[src/sv/pwgf_pkg.sv]
// Shared types, register indexes and widths for the pulse-width glitch filter.
// Depends on nothing; every other file imports it.
`default_nettype none

package pwgf_pkg;

  localparam int unsigned CfgIdxW  = 2;
  localparam int unsigned CfgDataW = 48;
  localparam int unsigned ThrCfgW  = 16;
  localparam int unsigned OffCfgW  = 48;

  localparam logic [CfgIdxW-1:0] RegThreshold = 2'd0;
  localparam logic [CfgIdxW-1:0] RegMode      = 2'd1;
  localparam logic [CfgIdxW-1:0] RegOffset    = 2'd2;

  typedef enum logic [1:0] {
    ModeBoth = 2'd0,
    ModeHigh = 2'd1,
    ModeLow  = 2'd2,
    ModeNone = 2'd3
  } filter_mode_e;

  function automatic logic mode_filters(filter_mode_e mode, logic level);
    logic res;
    case (mode)
      ModeBoth: res = 1'b1;
      ModeHigh: res = level;
      ModeLow:  res = ~level;
      default:  res = 1'b0;
    endcase
    return res;
  endfunction

endpackage

`default_nettype wire

[src/sv/pwgf_cfg_regs.sv]
// Configuration register file for the pulse-width glitch filter.
// Depends on pwgf_pkg for register indexes, widths and the mode type.
`default_nettype none

module pwgf_cfg_regs
  import pwgf_pkg::*;
(
  input  wire logic                clk_i,
  input  wire logic                rst_ni,
  input  wire logic                cfg_valid_i,
  output logic                     cfg_ready_o,
  input  wire logic [CfgIdxW-1:0]  cfg_index_i,
  input  wire logic [CfgDataW-1:0] cfg_data_i,
  output logic [ThrCfgW-1:0]       threshold_o,
  output filter_mode_e             mode_o,
  output logic [OffCfgW-1:0]       offset_o
);

  logic [ThrCfgW-1:0] threshold_q;
  filter_mode_e       mode_q;
  logic [OffCfgW-1:0] offset_q;
  logic               wr_en;

  assign cfg_ready_o = 1'b1;
  assign wr_en       = cfg_valid_i & cfg_ready_o;

  always_ff @(posedge clk_i or negedge rst_ni) begin
    if (!rst_ni) begin
      threshold_q <= '0;
      mode_q      <= ModeBoth;
      offset_q    <= '0;
    end else if (wr_en) begin
      case (cfg_index_i)
        RegThreshold: threshold_q <= cfg_data_i[ThrCfgW-1:0];
        RegMode:      mode_q      <= filter_mode_e'(cfg_data_i[1:0]);
        RegOffset:    offset_q    <= cfg_data_i[OffCfgW-1:0];
        default:      ;
      endcase
    end
  end

  assign threshold_o = threshold_q;
  assign mode_o      = mode_q;
  assign offset_o    = offset_q;

endmodule

`default_nettype wire

[src/sv/pwgf_core.sv]
// Input register, filter state and single-pass next-state logic of the glitch filter.
// Depends on pwgf_pkg for the mode type, the mode test and configuration widths.
`default_nettype none

module pwgf_core
  import pwgf_pkg::*;
#(
  parameter int unsigned POSITION_BITS  = 48,
  parameter int unsigned THRESHOLD_BITS = 16
) (
  input  wire logic                     clk_i,
  input  wire logic                     rst_ni,
  input  wire logic                     in_valid_i,
  output logic                          in_stall_o,
  input  wire logic                     sample_bit_i,
  input  wire logic                     capture_end_i,
  input  wire logic [ThrCfgW-1:0]       threshold_i,
  input  wire filter_mode_e             mode_i,
  input  wire logic [OffCfgW-1:0]       offset_i,
  input  wire logic                     res_ready_i,
  output logic                          res_valid_o,
  output logic [POSITION_BITS-1:0]      res_start_o,
  output logic [POSITION_BITS-1:0]      res_end_o,
  output logic                          res_level_o
);

  localparam int unsigned LenW = THRESHOLD_BITS + 1;

  logic                     item_valid_q, item_valid_d;
  logic                     item_bit_q, item_last_q;
  logic                     accept, advance;

  logic                     started_q, started_d;
  logic                     level_q, level_d;
  logic                     in_dep_q, in_dep_d;
  logic [POSITION_BITS-1:0] dep_start_q, dep_start_d;
  logic [LenW-1:0]          dep_len_q, dep_len_d;
  logic [POSITION_BITS-1:0] spos_q, spos_d;

  logic [THRESHOLD_BITS-1:0] thr;
  logic [POSITION_BITS-1:0]  pos;
  logic [LenW-1:0]           len_inc;
  logic                      fill;
  logic [POSITION_BITS-1:0]  fill_start;
  logic [POSITION_BITS-1:0]  fill_end;

  assign accept       = in_valid_i & ~in_stall_o;
  assign advance      = item_valid_q & res_ready_i;
  assign in_stall_o   = item_valid_q & ~res_ready_i;
  assign item_valid_d = accept | (item_valid_q & ~advance);

  always_ff @(posedge clk_i or negedge rst_ni) begin
    if (!rst_ni) begin
      item_valid_q <= 1'b0;
    end else begin
      item_valid_q <= item_valid_d;
    end
  end

  always_ff @(posedge clk_i) begin
    if (accept) begin
      item_bit_q  <= sample_bit_i;
      item_last_q <= capture_end_i;
    end
  end

  assign thr     = THRESHOLD_BITS'(threshold_i);
  assign pos     = POSITION_BITS'(offset_i) + spos_q;
  assign len_inc = dep_len_q + LenW'(1);

  always_comb begin
    started_d   = started_q;
    level_d     = level_q;
    in_dep_d    = in_dep_q;
    dep_start_d = dep_start_q;
    dep_len_d   = dep_len_q;
    spos_d      = spos_q + POSITION_BITS'(1);
    fill        = 1'b0;
    fill_start  = dep_start_q;
    fill_end    = pos;

    if (!started_q) begin
      started_d = 1'b1;
      level_d   = item_bit_q;
      in_dep_d  = 1'b0;
    end else if (in_dep_q) begin
      if (item_bit_q == level_q) begin
        fill     = 1'b1;
        in_dep_d = 1'b0;
      end else begin
        dep_len_d = len_inc;
        if (len_inc > LenW'(thr)) begin
          level_d  = item_bit_q;
          in_dep_d = 1'b0;
        end
      end
    end else if (item_bit_q != level_q) begin
      if ((thr != '0) && mode_filters(mode_i, level_q)) begin
        in_dep_d    = 1'b1;
        dep_start_d = pos;
        dep_len_d   = LenW'(1);
      end else begin
        level_d = item_bit_q;
      end
    end

    if (item_last_q) begin
      if (in_dep_d) begin
        fill       = 1'b1;
        fill_start = dep_start_d;
        fill_end   = pos + POSITION_BITS'(1);
      end
      started_d   = 1'b0;
      level_d     = 1'b0;
      in_dep_d    = 1'b0;
      dep_start_d = '0;
      dep_len_d   = '0;
      spos_d      = '0;
    end
  end

  always_ff @(posedge clk_i or negedge rst_ni) begin
    if (!rst_ni) begin
      started_q   <= 1'b0;
      level_q     <= 1'b0;
      in_dep_q    <= 1'b0;
      dep_start_q <= '0;
      dep_len_q   <= '0;
      spos_q      <= '0;
    end else if (advance) begin
      started_q   <= started_d;
      level_q     <= level_d;
      in_dep_q    <= in_dep_d;
      dep_start_q <= dep_start_d;
      dep_len_q   <= dep_len_d;
      spos_q      <= spos_d;
    end
  end

  assign res_valid_o = advance & fill;
  assign res_start_o = fill_start;
  assign res_end_o   = fill_end;
  assign res_level_o = level_q;

endmodule

`default_nettype wire

[src/sv/pwgf_out_reg.sv]
// Output register of the glitch filter, holding one fill range for the receiver.
// Depends on pwgf_pkg only through the common import convention.
`default_nettype none

module pwgf_out_reg
  import pwgf_pkg::*;
#(
  parameter int unsigned POSITION_BITS = 48
) (
  input  wire logic                     clk_i,
  input  wire logic                     rst_ni,
  input  wire logic                     res_valid_i,
  output logic                          res_ready_o,
  input  wire logic [POSITION_BITS-1:0] res_start_i,
  input  wire logic [POSITION_BITS-1:0] res_end_i,
  input  wire logic                     res_level_i,
  output logic                          out_valid_o,
  input  wire logic                     out_stall_i,
  output logic [POSITION_BITS-1:0]      fill_start_o,
  output logic [POSITION_BITS-1:0]      fill_end_o,
  output logic                          fill_level_o
);

  logic                     valid_q, valid_d;
  logic [POSITION_BITS-1:0] start_q, end_q;
  logic                     level_q;
  logic                     load;

  assign res_ready_o = ~valid_q | ~out_stall_i;
  assign load        = res_valid_i & res_ready_o;
  assign valid_d     = load | (valid_q & out_stall_i);

  always_ff @(posedge clk_i or negedge rst_ni) begin
    if (!rst_ni) begin
      valid_q <= 1'b0;
    end else begin
      valid_q <= valid_d;
    end
  end

  always_ff @(posedge clk_i) begin
    if (load) begin
      start_q <= res_start_i;
      end_q   <= res_end_i;
      level_q <= res_level_i;
    end
  end

  assign out_valid_o  = valid_q;
  assign fill_start_o = start_q;
  assign fill_end_o   = end_q;
  assign fill_level_o = level_q;

endmodule

`default_nettype wire

[src/sv/pulse_width_glitch_filter.sv]
// Pulse-width glitch filter for one logic channel: top level.
// Instantiates pwgf_cfg_regs, pwgf_core and pwgf_out_reg; imports pwgf_pkg.
//
// Usage: one sample per input transaction on in_valid_i/in_stall_o, carrying
// sample_bit_i and capture_end_i (high on the last sample of a capture).
// Each fill range (fill_start_o, fill_end_o exclusive, fill_level_o) leaves
// as one transaction on out_valid_o/out_stall_i; most samples produce none.
// Registers are written on cfg_valid_i/cfg_ready_o (always ready) with
// cfg_index_i 0 threshold, 1 mode, 2 capture offset; write only when idle.
// Path: an accepted sample is held in the input register, evaluated there by
// the state logic, and its fill range then goes into the output register.
// Throughput: one sample per cycle while the output register is not stalled,
// set by the state update between the input and the output register.
// Stalls: the output register holds its range while out_stall_i is high; the
// input register then fills and in_stall_o rises, so nothing is dropped.
// Reset: registers, filter state and both stages clear at once; no clearing
// pass is needed and samples are taken from the first cycle after reset.
`default_nettype none

module pulse_width_glitch_filter
  import pwgf_pkg::*;
#(
  parameter int unsigned POSITION_BITS  = 48,
  parameter int unsigned THRESHOLD_BITS = 16
) (
  input  wire logic                     clk_i,
  input  wire logic                     rst_ni,
  input  wire logic                     in_valid_i,
  output logic                          in_stall_o,
  input  wire logic                     sample_bit_i,
  input  wire logic                     capture_end_i,
  output logic                          out_valid_o,
  input  wire logic                     out_stall_i,
  output logic [POSITION_BITS-1:0]      fill_start_o,
  output logic [POSITION_BITS-1:0]      fill_end_o,
  output logic                          fill_level_o,
  input  wire logic                     cfg_valid_i,
  output logic                          cfg_ready_o,
  input  wire logic [CfgIdxW-1:0]       cfg_index_i,
  input  wire logic [CfgDataW-1:0]      cfg_data_i
);

  logic [ThrCfgW-1:0]       threshold;
  filter_mode_e             mode;
  logic [OffCfgW-1:0]       offset;
  logic                     res_valid, res_ready, res_level;
  logic [POSITION_BITS-1:0] res_start, res_end;

  pwgf_cfg_regs u_cfg (
    .clk_i       (clk_i),
    .rst_ni      (rst_ni),
    .cfg_valid_i (cfg_valid_i),
    .cfg_ready_o (cfg_ready_o),
    .cfg_index_i (cfg_index_i),
    .cfg_data_i  (cfg_data_i),
    .threshold_o (threshold),
    .mode_o      (mode),
    .offset_o    (offset)
  );

  pwgf_core #(
    .POSITION_BITS  (POSITION_BITS),
    .THRESHOLD_BITS (THRESHOLD_BITS)
  ) u_core (
    .clk_i         (clk_i),
    .rst_ni        (rst_ni),
    .in_valid_i    (in_valid_i),
    .in_stall_o    (in_stall_o),
    .sample_bit_i  (sample_bit_i),
    .capture_end_i (capture_end_i),
    .threshold_i   (threshold),
    .mode_i        (mode),
    .offset_i      (offset),
    .res_ready_i   (res_ready),
    .res_valid_o   (res_valid),
    .res_start_o   (res_start),
    .res_end_o     (res_end),
    .res_level_o   (res_level)
  );

  pwgf_out_reg #(
    .POSITION_BITS (POSITION_BITS)
  ) u_out (
    .clk_i        (clk_i),
    .rst_ni       (rst_ni),
    .res_valid_i  (res_valid),
    .res_ready_o  (res_ready),
    .res_start_i  (res_start),
    .res_end_i    (res_end),
    .res_level_i  (res_level),
    .out_valid_o  (out_valid_o),
    .out_stall_i  (out_stall_i),
    .fill_start_o (fill_start_o),
    .fill_end_o   (fill_end_o),
    .fill_level_o (fill_level_o)
  );

endmodule

`default_nettype wire
[config.mk]
export PLATFORM = sky130hd
export DESIGN_NAME = pulse_width_glitch_filter
export DESIGN_NICKNAME = d
export VERILOG_FILES = /design/src/sv/pwgf_pkg.sv /design/src/sv/pwgf_cfg_regs.sv /design/src/sv/pwgf_core.sv /design/src/sv/pwgf_out_reg.sv /design/src/sv/pulse_width_glitch_filter.sv
export SDC_FILE = /design/constraint.sdc
export NUM_CORES = 1
export LEC_CHECK = 0
export ABC_AREA = 1
export BUFFER_PORTS_ARGS = -buffer_cell sky130_fd_sc_hd__buf_4
export CAP_MARGIN = 5
export CORE_MARGIN = 1.5
export CORE_UTILIZATION = 60
export CTS_CLUSTER_DIAMETER = 40
export DETAILED_ROUTE_END_ITERATION = 16
export GPL_TIMING_DRIVEN = 0
export PLACE_DENSITY_LB_ADDON = 0.12
export SYNTH_ARGS = -nofsm -noshare
export SYNTH_HDL_FRONTEND = slang
export SYNTH_SLANG_ARGS = --single-unit
[constraint.sdc]
create_clock -name clk_i -period 9.4 [get_ports clk_i]
set_clock_uncertainty 0.1 [all_clocks]
set_input_delay 0.47 -clock clk_i [delete_from_list [all_inputs] [get_ports clk_i]]
set_output_delay 0.47 -clock clk_i [all_outputs]
set_load 0.02 [all_outputs]
# After elaboration in Yosys (flattened, before gate mapping)
# Index checks and enable logic that the tools add are counted.
[word_totals]
ff_bits = 283
in_bits = 57
wordCells = 100
[op_classes]
add_sub_neg = 4
magnitude_cmp = 1
n_eq_ne = 11
mux = 40
n_bitwise = 16
reduce_logical = 12
[op_table]
columns = ["op", "count"]
rows = [
  ["two-way mux 48 bit", 10],
  ["two-way mux 17 bit", 6],
  ["adder 48 x 1 -> 48 bit (second input constant)", 2],
  ["adder 48 bit", 1],
  ["two-way mux 1 bit", 23],
  ["adder 17 x 1 -> 17 bit (second input constant)", 1],
  ["greater-than comparator 17 x 16 -> 1 bit", 1],
  ["inequality test 4 x 3 -> 1 bit (second input constant)", 4],
  ["nonzero test 16 bit", 1],
  ["AND reduction 5 bit", 2],
  ["bitwise AND 1 bit", 7],
  ["NOT 1 bit", 6],
  ["AND reduction 2 bit", 3],
  ["nonzero test 3 bit", 2],
  ["equality test 2 x 1 -> 1 bit (second input constant)", 2],
  ["equality test 2 bit (second input constant)", 2],
  ["logical NOT 2 bit", 2],
  ["inequality test 3 x 2 -> 1 bit (second input constant)", 1],
  ["bitwise OR 1 bit", 3],
  ["case mux 1 bit (3 select lines)", 1],
  ["nonzero test 2 bit", 1],
  ["equality test 1 bit", 1],
  ["logical AND 1 bit", 1],
  ["inequality test 1 bit", 1],
]

# Logic depth before layout (Yosys ltp)
# Gate-level depths: netlist of run 1.
[logic_depth]
word_depth = 15
ltp_mapped = 30
depth_no_buf = 29

# Modules after synthesis
# Synthesis of run 1 repeated with hierarchy kept, for this count alone.
[unflattened]
hier_cells = 2591
hier_area_um2 = 18675.4
[modules_own_cells]
columns = ["module", "n_inst", "cells_per_inst", "area_each_um2", "seq_area_each_um2"]
rows = [
  ["pwgf_core", 1, 2191, 13000.0, 2987.9],
  ["pwgf_out_reg", 1, 102, 2954.1, 2937.8],
  ["pwgf_cfg_regs", 1, 298, 2721.4, 1651.6],
]

# Least setup slack after synthesis of run 1
# No wires, ideal clock.
[synth_timing]
path_type = "reg-to-reg"
start = "register u_core.dep_len_q[2]"
end = "register u_out.end_q[0], in the netlist u_out.fill_end_o[0] (enable)"
setup_time_ns = 0.556
arrival_time_ns = 7.057
setup_slack_ns = 1.687
stages_incl_launch_ff = 27
path_buffers = 1
path_cell_list = "dfrtp_1 inv_1 nor3_1 nand3_1 nor2_1 nand3_1 nor2_1 inv_1 nor3_1 nand2_1 xor2_1 inv_1 ha_1 nand2_1 inv_1 nand2_1 nand2_1 nand2_1 nand2_1 nand2_1 nand2_1 nand2_2 nand3_4 clkbuf_1 nand2_1 inv_1 nor2_1"
[synth_between]
elab_chain_cells = 10
[synth_rtl]
columns = ["item", "line", "source"]
rows = [
  ["start, declared", "pwgf_core.sv:37", "logic [LenW-1:0] dep_len_q, dep_len_d;"],
  ["start signal, assigned", "pwgf_core.sv:135", "dep_len_q <= dep_len_d;"],
  ["adder 17 x 1 -> 17 bit", "pwgf_core.sv:69", "assign len_inc = dep_len_q + LenW'(1);"],
  ["greater-than comparator 17 x 16 -> 1 bit", "pwgf_core.sv:92", "if (len_inc > LenW'(thr)) begin"],
  ["two-way mux 1 bit", "pwgf_core.sv:92", ""],
  ["two-way mux 1 bit", "pwgf_core.sv:87", "if (item_bit_q == level_q) begin"],
  ["two-way mux 1 bit", "pwgf_core.sv:86", "end else if (in_dep_q) begin"],
  ["two-way mux 1 bit", "pwgf_core.sv:82", "if (!started_q) begin"],
  ["two-way mux 1 bit", "pwgf_core.sv:108", "if (in_dep_d) begin"],
  ["two-way mux 1 bit", "pwgf_core.sv:107", "if (item_last_q) begin"],
  ["bitwise AND 1 bit", "pwgf_core.sv:140", "assign res_valid_o = advance & fill;"],
  ["bitwise AND 1 bit", "pwgf_out_reg.sv:30", "assign load = res_valid_i & res_ready_o;"],
  ["net u_out.load", "pwgf_out_reg.sv:27", "logic load;"],
  ["end signal, assigned", "pwgf_out_reg.sv:44", "end_q <= res_end_i;"],
  ["end, declared", "pwgf_out_reg.sv:25", "logic [POSITION_BITS-1:0] start_q, end_q;"],
]
# The timed path passes the listed nets, and every way through them passes these cells.
# A chain may end at the register's enable or synchronous reset.

# Final worst setup path of run 1
[layout_timing]
start = "register u_core.dep_len_q[0]"
end = "register u_out.end_q[44], in the netlist u_out.fill_end_o[44] (enable)"
# Same word-level chain as after synthesis.

==> results.cfg, run 1 <==
[finish]
post_route_cells_drive_above_1_share_pct = 14.29
finish.net_count = 2739
flow.area_growth_from_synthesis_pct = 16.35
final_core_util_pct = 71.12
layout.cell_area.non_filler_um2 = 21190
final-instance-count-excl-fill = 3035
num_antenna_cells = 0

[timing]
worst_slack_ns = 3.709
max_freq_mhz = 175.7
worst-slew-pin-transition_ns = 1.063
layout_worst_path_cycle_share_pct = 60.54
slew_headroom_pct = 29.11
post_route_setup_tns_ns = 0
post_route_minimum_period_ns = 5.691
final.hold.worst_slack_ns = 0.01257
timing.final.setup_violations = 0
finalHoldViolCount = 0
report.final.slew_viol_count = 0
rsz_0062_raised_after_global_routing = no

[synth]
synth_area_um2 = 18210
synth_top_area_share_pct = 25.28
synth_area_leader_cell = dfrtp_1
synth_flop_cell = dfrtp_1
synth.yosys.seq_area_share_pct = 41.60
synth_common_cells = nand2_1 (678), inv_1 (385), dfrtp_1 (184)
syn-mean-instance-area_um2 = 7.538
asyncSetResetFlopFracSynth_pct = 65.02
syn-instance-count = 2416
synth.distinct_cells = 51
yosys-top-cells-area = dfrtp_1 (25%), edfxtp_1 (16%), nand2_1 (14%), inv_1 (7.9%), o21ai_0 (4.8%)
post_synth_edffs = 99
ys_ff_latch = 283
most_common_cell_in_the_synthesized_netlist = nand2_1
syn_nets = 2540
synth.yosys.warnings = 0

[status]
outcome = completed

[die]
overall_die_width_um = 177.2
chipHeight_um = 177.2
floorplan.die_area_um2 = 31410
initial_cell_density_of_the_core_pct = 61.12
ios = 157
core-area_um2 = 29800
number_of_core_rows = 63

[worst_setup_path]
ff2ff_setup_slack_ns = 3.71
critPathMaxStageDelay_ns = 0.55
kind_of_start_point_of_the_critical_path = flop
terminus_of_the_critical_flop_to_flop_path = u_out.fill_end_o[44]
end_kind = flop
setup.worst_path.class = reg -> reg
timing.rr.start = u_core.dep_len_q[0]
critPathMostFrequentCell = nand2_1
worst_ep_arrival_time_ns = 5.81
kind_of_cell_with_the_highest_combined_delay_on_the_critical_path = simple AND/OR/NAND/NOR gates
worst_r2r_path_depth = 28
slowest_stage_cell_crit_path = nor2_4
combined_buffer_and_inverter_count_along_the_critical_path = 8
cp.required_ns = 9.52
cp_max_fo = 39

[drt]
route.antenna.remaining_nets = 0
vias_per_std_cell = 5.700
routed-via-count = 17299
detailedRoute.firstIterationViolations = 1874
number_of_optimization_iterations_in_the_first_detailed_route_pass = 6
totalWireLength_um = 53470
drc_errors = 0
wl_per_cell_um = 17.62

[worst_hold_path]
hold_path_startpoint = sample_bit_i
worst_hold_path.endpoint = u_core.item_bit_q
hold_path_class = in -> reg
holdPathStages = 1

[placement]
detailed_place_hpwl_um = 41730
placedCellCount = 2964
dpl_cell_area_um2 = 19950
number_of_input_and_output_port_buffers_inserted = 155
pre_cts_slack_ns = 3.926
gpl.final_weighted_congestion = 0.9622

[global_routing]
grt_util_all_layers_pct = 34.46
antenna_found_initial = 0
global_route_wire_length_before_repair_um = 84660
overflow = 0
grt_start_max_net_pins = 95
first_global_vias = 16581

[clock_tree]
cts.sink_count = 283
clock_latency_ns = 0.54
root_buffer_cell = clkbuf_16
post-cts-setup-buffer-count = 0
max-clock-path-buffers = 3
cts_tree = yes
cts_htree_levels = 2
cts.clk_slew.worst_paths_ns = 0.06
numCtsBuffers = 38

[power]
power_per_cell_area_nw_per_um2 = 185.9
totalPowerFinal_mw = 3.939
power_leakage_nw = 10.15
worst_ir_drop_vdd_mv = 0.1592

[job]
max_cap_viol_count = 0
==> power breakdown <==
group | leakage (nW) | internal, mW | total [mW] | switching, mW
clock | 0.595 | 0.810 | 1.38 | 0.567
sequential | 3.33 | 1.45 | 1.55 | 0.102
combinational | 6.22 | 0.319 | 1.01 | 0.692
==> cells in the final DEF, fill, tap and decap left out, drive strengths merged, types with 11 or more instances in the layout <==
cell type	netlist	layout
nand2	725	725
ha	66	66
clkinv	3	15
nor3	37	37
mux2	32	32
a21oi	49	49
dfrtp	184	184
edfxtp	99	99
buf	4	162
xor2	72	72
o22ai	96	96
nor2	188	188
o21ai	176	176
nand3	128	128
inv	407	411
clkbuf	51	101
xnor2	11	11
nand4	40	40
nor4	22	22
==> layer usage <==
metal	global-route usage, %	wire, µm	vias to the layer above
met5	0	0	-
met4	12.01	1773	0
met3	5.155	4846	134
met2	55.58	24220	952
met1	47.35	22630	7984
li1	-	-	8229
==> worst register-to-register path: cells and delay by family, from the launching register on <==
kind	cells	cell delay, ns
buffers and inverters	8	1.34
AND/OR/NAND/NOR	18	2.90
flip-flops	1	0.45
adder cells (fa/ha/maj)	1	0.28
XOR/XNOR	1	0.27
==> logic make-up (layout without fill, tap and decap cells) <==
kind of cell / Yosys count / count (layout) / share of synthesized area [%]
compound gates: 333 / 333 / 10.16
xor+xnor: 83 / 83 / 4.095
fa+ha+maj: 67 / 67 / 4.644
buf+inv: 465 / 694 / 9.639
flops: 283 / 283 / 41.60
mux: 33 / 33 / 2.034
other cells: 1 / 1 / 0.02059
simple gates: 1151 / 1151 / 27.80
==> registers in the layout, indices dropped and copies added (netlist names), 2 cells and up <==
signal and flops:
u_core.spos_q 48, u_core.dep_len_q 17, u_cfg.mode_o 2, u_out.fill_start_o 48
u_cfg.threshold_o 16, u_cfg.offset_o 48, u_core.dep_start_q 48, u_out.fill_end_o 48
==> worst max-delay path by stage <==
stage                        startpoint                    to  slack (ns)  cells after the start
floorplan           u_core.dep_len_q[2]   u_out.fill_end_o[0]        1.69                     26
global placement    u_core.dep_len_q[0]  u_out.fill_end_o[32]       -0.23                     26
detailed placement  u_core.dep_len_q[0]  u_out.fill_end_o[32]        3.93                     28
CTS                 u_core.dep_len_q[0]  u_out.fill_end_o[34]        3.79                     28
global route        u_core.dep_len_q[0]  u_out.fill_end_o[36]        3.39                     28
finish              u_core.dep_len_q[0]  u_out.fill_end_o[44]        3.71                     28
==> what timing repair did <==
action | CTS | global route
endpoints found under the hold margin | 93 | 0
hold buffers | 1 | 0
gates resized for setup | 0 | 0
==> final cells by class <==
type                    instances  area [µm²]
well taps                     390       488.0
fillers                      2456        8606
flip-flops and latches        283        7577
multi-input cells            1668        8887
clock buffers                  50        1057
repair buffers                159        1249
plain buffers                  55       216.5
inverters                     410        1539
clock inverters                20       176.4
No activity file was read; power rests on OpenSTA's default activity.
==> run 2: changes to the inputs <==
CORE_UTILIZATION = 55   (was 60)
clock period = 5.2 ns   (was 9.4 ns; I/O delays follow)
==> run 2 against run 1 <==
  * Worst setup slack worse by 3.3 ns
  * Core utilization shrank 3.5 points
  * Maximum frequency up 19%
  * Clock power grew 99%
  * Global-route usage decreased by 2.5 points
  * Die area increased by 8.9%
  * Sequential power up 79%
  * Flip-flop and latch count unchanged
  * Final cell count up 3.9%
  * Non-clock buffer count increased by 57
  * Hold slack better by 0.058 ns
  * Via count decreased by 0.38%
  * Largest cell class unchanged
  * Largest power group unchanged
  * Highest routed layer unchanged
==> results.cfg, run 2 (synthesis results as in run 1) <==
[placement]
gpl.final_weighted_congestion = 0.9480
detailed_place_hpwl_um = 40830
number_of_input_and_output_port_buffers_inserted = 155

[timing]
timing.final.setup_violations = 0
finalHoldViolCount = 0
final.hold.worst_slack_ns = 0.07071
max_freq_mhz = 209.6
post_route_minimum_period_ns = 4.771
post_route_setup_tns_ns = 0
slew_headroom_pct = 24.46
worst-slew-pin-transition_ns = 1.133
report.final.slew_viol_count = 0
layout_worst_path_cycle_share_pct = 91.76
rsz_0062_raised_after_global_routing = no

[die]
number_of_core_rows = 66
ios = 157
overall_die_width_um = 185.0
initial_cell_density_of_the_core_pct = 55.98
chipHeight_um = 185.0
core-area_um2 = 32540
floorplan.die_area_um2 = 34210

[drt]
route.antenna.remaining_nets = 0
vias_per_std_cell = 5.466
wl_per_cell_um = 16.79
drc_errors = 0
routed-via-count = 17233
number_of_optimization_iterations_in_the_first_detailed_route_pass = 6
detailedRoute.firstIterationViolations = 1613
totalWireLength_um = 52950

[worst_hold_path]
holdPathStages = 5
hold_path_startpoint = cfg_index_i[0]
hold_path_class = in -> reg
worst_hold_path.endpoint = u_cfg.threshold_o[15]

[power]
power_leakage_nw = 10.46
power_per_cell_area_nw_per_um2 = 334.7
worst_ir_drop_vdd_mv = 0.2844

[global_routing]
grt_start_max_net_pins = 101
global_route_wire_length_before_repair_um = 84760
overflow = 0
antenna_found_initial = 0
grt_util_all_layers_pct = 31.99
first_global_vias = 16531

[worst_setup_path]
end_kind = flop
setup.worst_path.class = reg -> reg
worst_ep_arrival_time_ns = 4.91
kind_of_start_point_of_the_critical_path = flop
combined_buffer_and_inverter_count_along_the_critical_path = 6
critPathMaxStageDelay_ns = 0.37
terminus_of_the_critical_flop_to_flop_path = u_out.fill_end_o[37]
worst_r2r_path_depth = 26
cp.required_ns = 5.34
ff2ff_setup_slack_ns = 0.43
cp_max_fo = 38
critPathMostFrequentCell = nand2_1
slowest_stage_cell_crit_path = dfrtp_1
timing.rr.start = u_core.dep_len_q[0]
kind_of_cell_with_the_highest_combined_delay_on_the_critical_path = simple AND/OR/NAND/NOR gates

[clock_tree]
cts_tree = yes
root_buffer_cell = clkbuf_16
clock_latency_ns = 0.56
max-clock-path-buffers = 3
cts_htree_levels = 2
cts.sink_count = 283
numCtsBuffers = 42
cts.clk_slew.worst_paths_ns = 0.05

[finish]
most_common_cell_after_layout_fill_and_taps_aside = nand2_1
post_route_cells_drive_above_1_share_pct = 14.31
final_cell_mix = nand2_1 (678), inv_1 (385), dfrtp_1 (184), o21ai_0 (175), nor2_1 (162)
flow.area_growth_from_synthesis_pct = 20.82
finish.net_count = 2801
num_antenna_cells = 0

[status]
outcome = completed

[job]
max_cap_viol_count = 0
## run 2: worst max-delay path by stage
stage / endpoint / slack [ns] / depth (start not counted) / startpoint
finish: u_out.fill_end_o[37] / 0.43 / 26 / u_core.dep_len_q[0]
CTS: u_out.fill_end_o[37] / 0.15 / 28 / u_core.dep_len_q[2]
floorplan: u_out.fill_end_o[0] / 0.27 / 26 / u_core.dep_len_q[2]
global placement: u_out.fill_end_o[32] / -1.04 / 26 / u_core.dep_len_q[2]
global route: u_out.fill_start_o[43] / 0.05 / 27 / u_core.dep_len_q[2]
detailed placement: u_out.fill_end_o[44] / -0.30 / 28 / u_core.dep_len_q[2]
## run 2: per-layer routing
metal | GRT usage (%) | routed length (µm)
met4 | 12.62 | 2094
met1 | 43.61 | 23390
met2 | 51.26 | 23850
met3 | 4.896 | 3613
met5 | 0 | 0
## run 2: worst reg2reg max path: cells and delay by family (launching register included)
kind	cells	cell delay [ns]
DFF	1	0.37
adders and majority gates	2	0.52
xor gates and xnor gates	1	0.22
and+or+nand+nor	15	2.11
AOI/OAI and AO/OA	2	0.29
buffers and inverters	6	0.84
## run 2: cell type report
cell class	instances	area, µm²
buffer	54	212.7
clock buffer	51	1179
clock inverter	27	219.0
fill	2879	10530
inverter	410	1539
multi-input combinational	1669	8899
sequential	283	7577
tap	442	553.0
timing repair buffer	217	1827
## run 2: stage by stage
| step | util (%) | std cells | setup WS (ns) | cell area (µm²) | power, mW |
|---|---|---|---|---|---|
| global placement | 61.28 | 3013 | -1.036 | 19940 | 4.506 |
| floorplan | - | 2416 | 0.2705 | 18220 | 3.953 |
| CTS | 67.63 | 3154 | 0.1509 | 22000 | 7.363 |
| finish | 67.63 | 3153 | 0.4286 | 22000 | 7.365 |
| detailed placement | 61.51 | 3016 | -0.3011 | 20010 | 4.561 |
| global route | 67.63 | 3153 | 0.05444 | 22000 | 7.725 |
## run 2: power by group
group	switching, mW	total, mW	internal [mW]	leakage, nW
Sequential	0.164	2.78	2.62	3.33
Combinational	1.22	1.83	0.607	6.47
Clock	1.07	2.75	1.68	0.665
## run 2: what timing repair did
action / 4_1_cts / 5_1_grt
setup buffers: 1 / 0
resized for setup: 0 / 1
hold endpoints to repair: 156 / 0
pin swaps: 1 / 0
hold buffers: 58 / 0
setup endpoints to repair: 72 / 97
gates cloned: 1 / 0
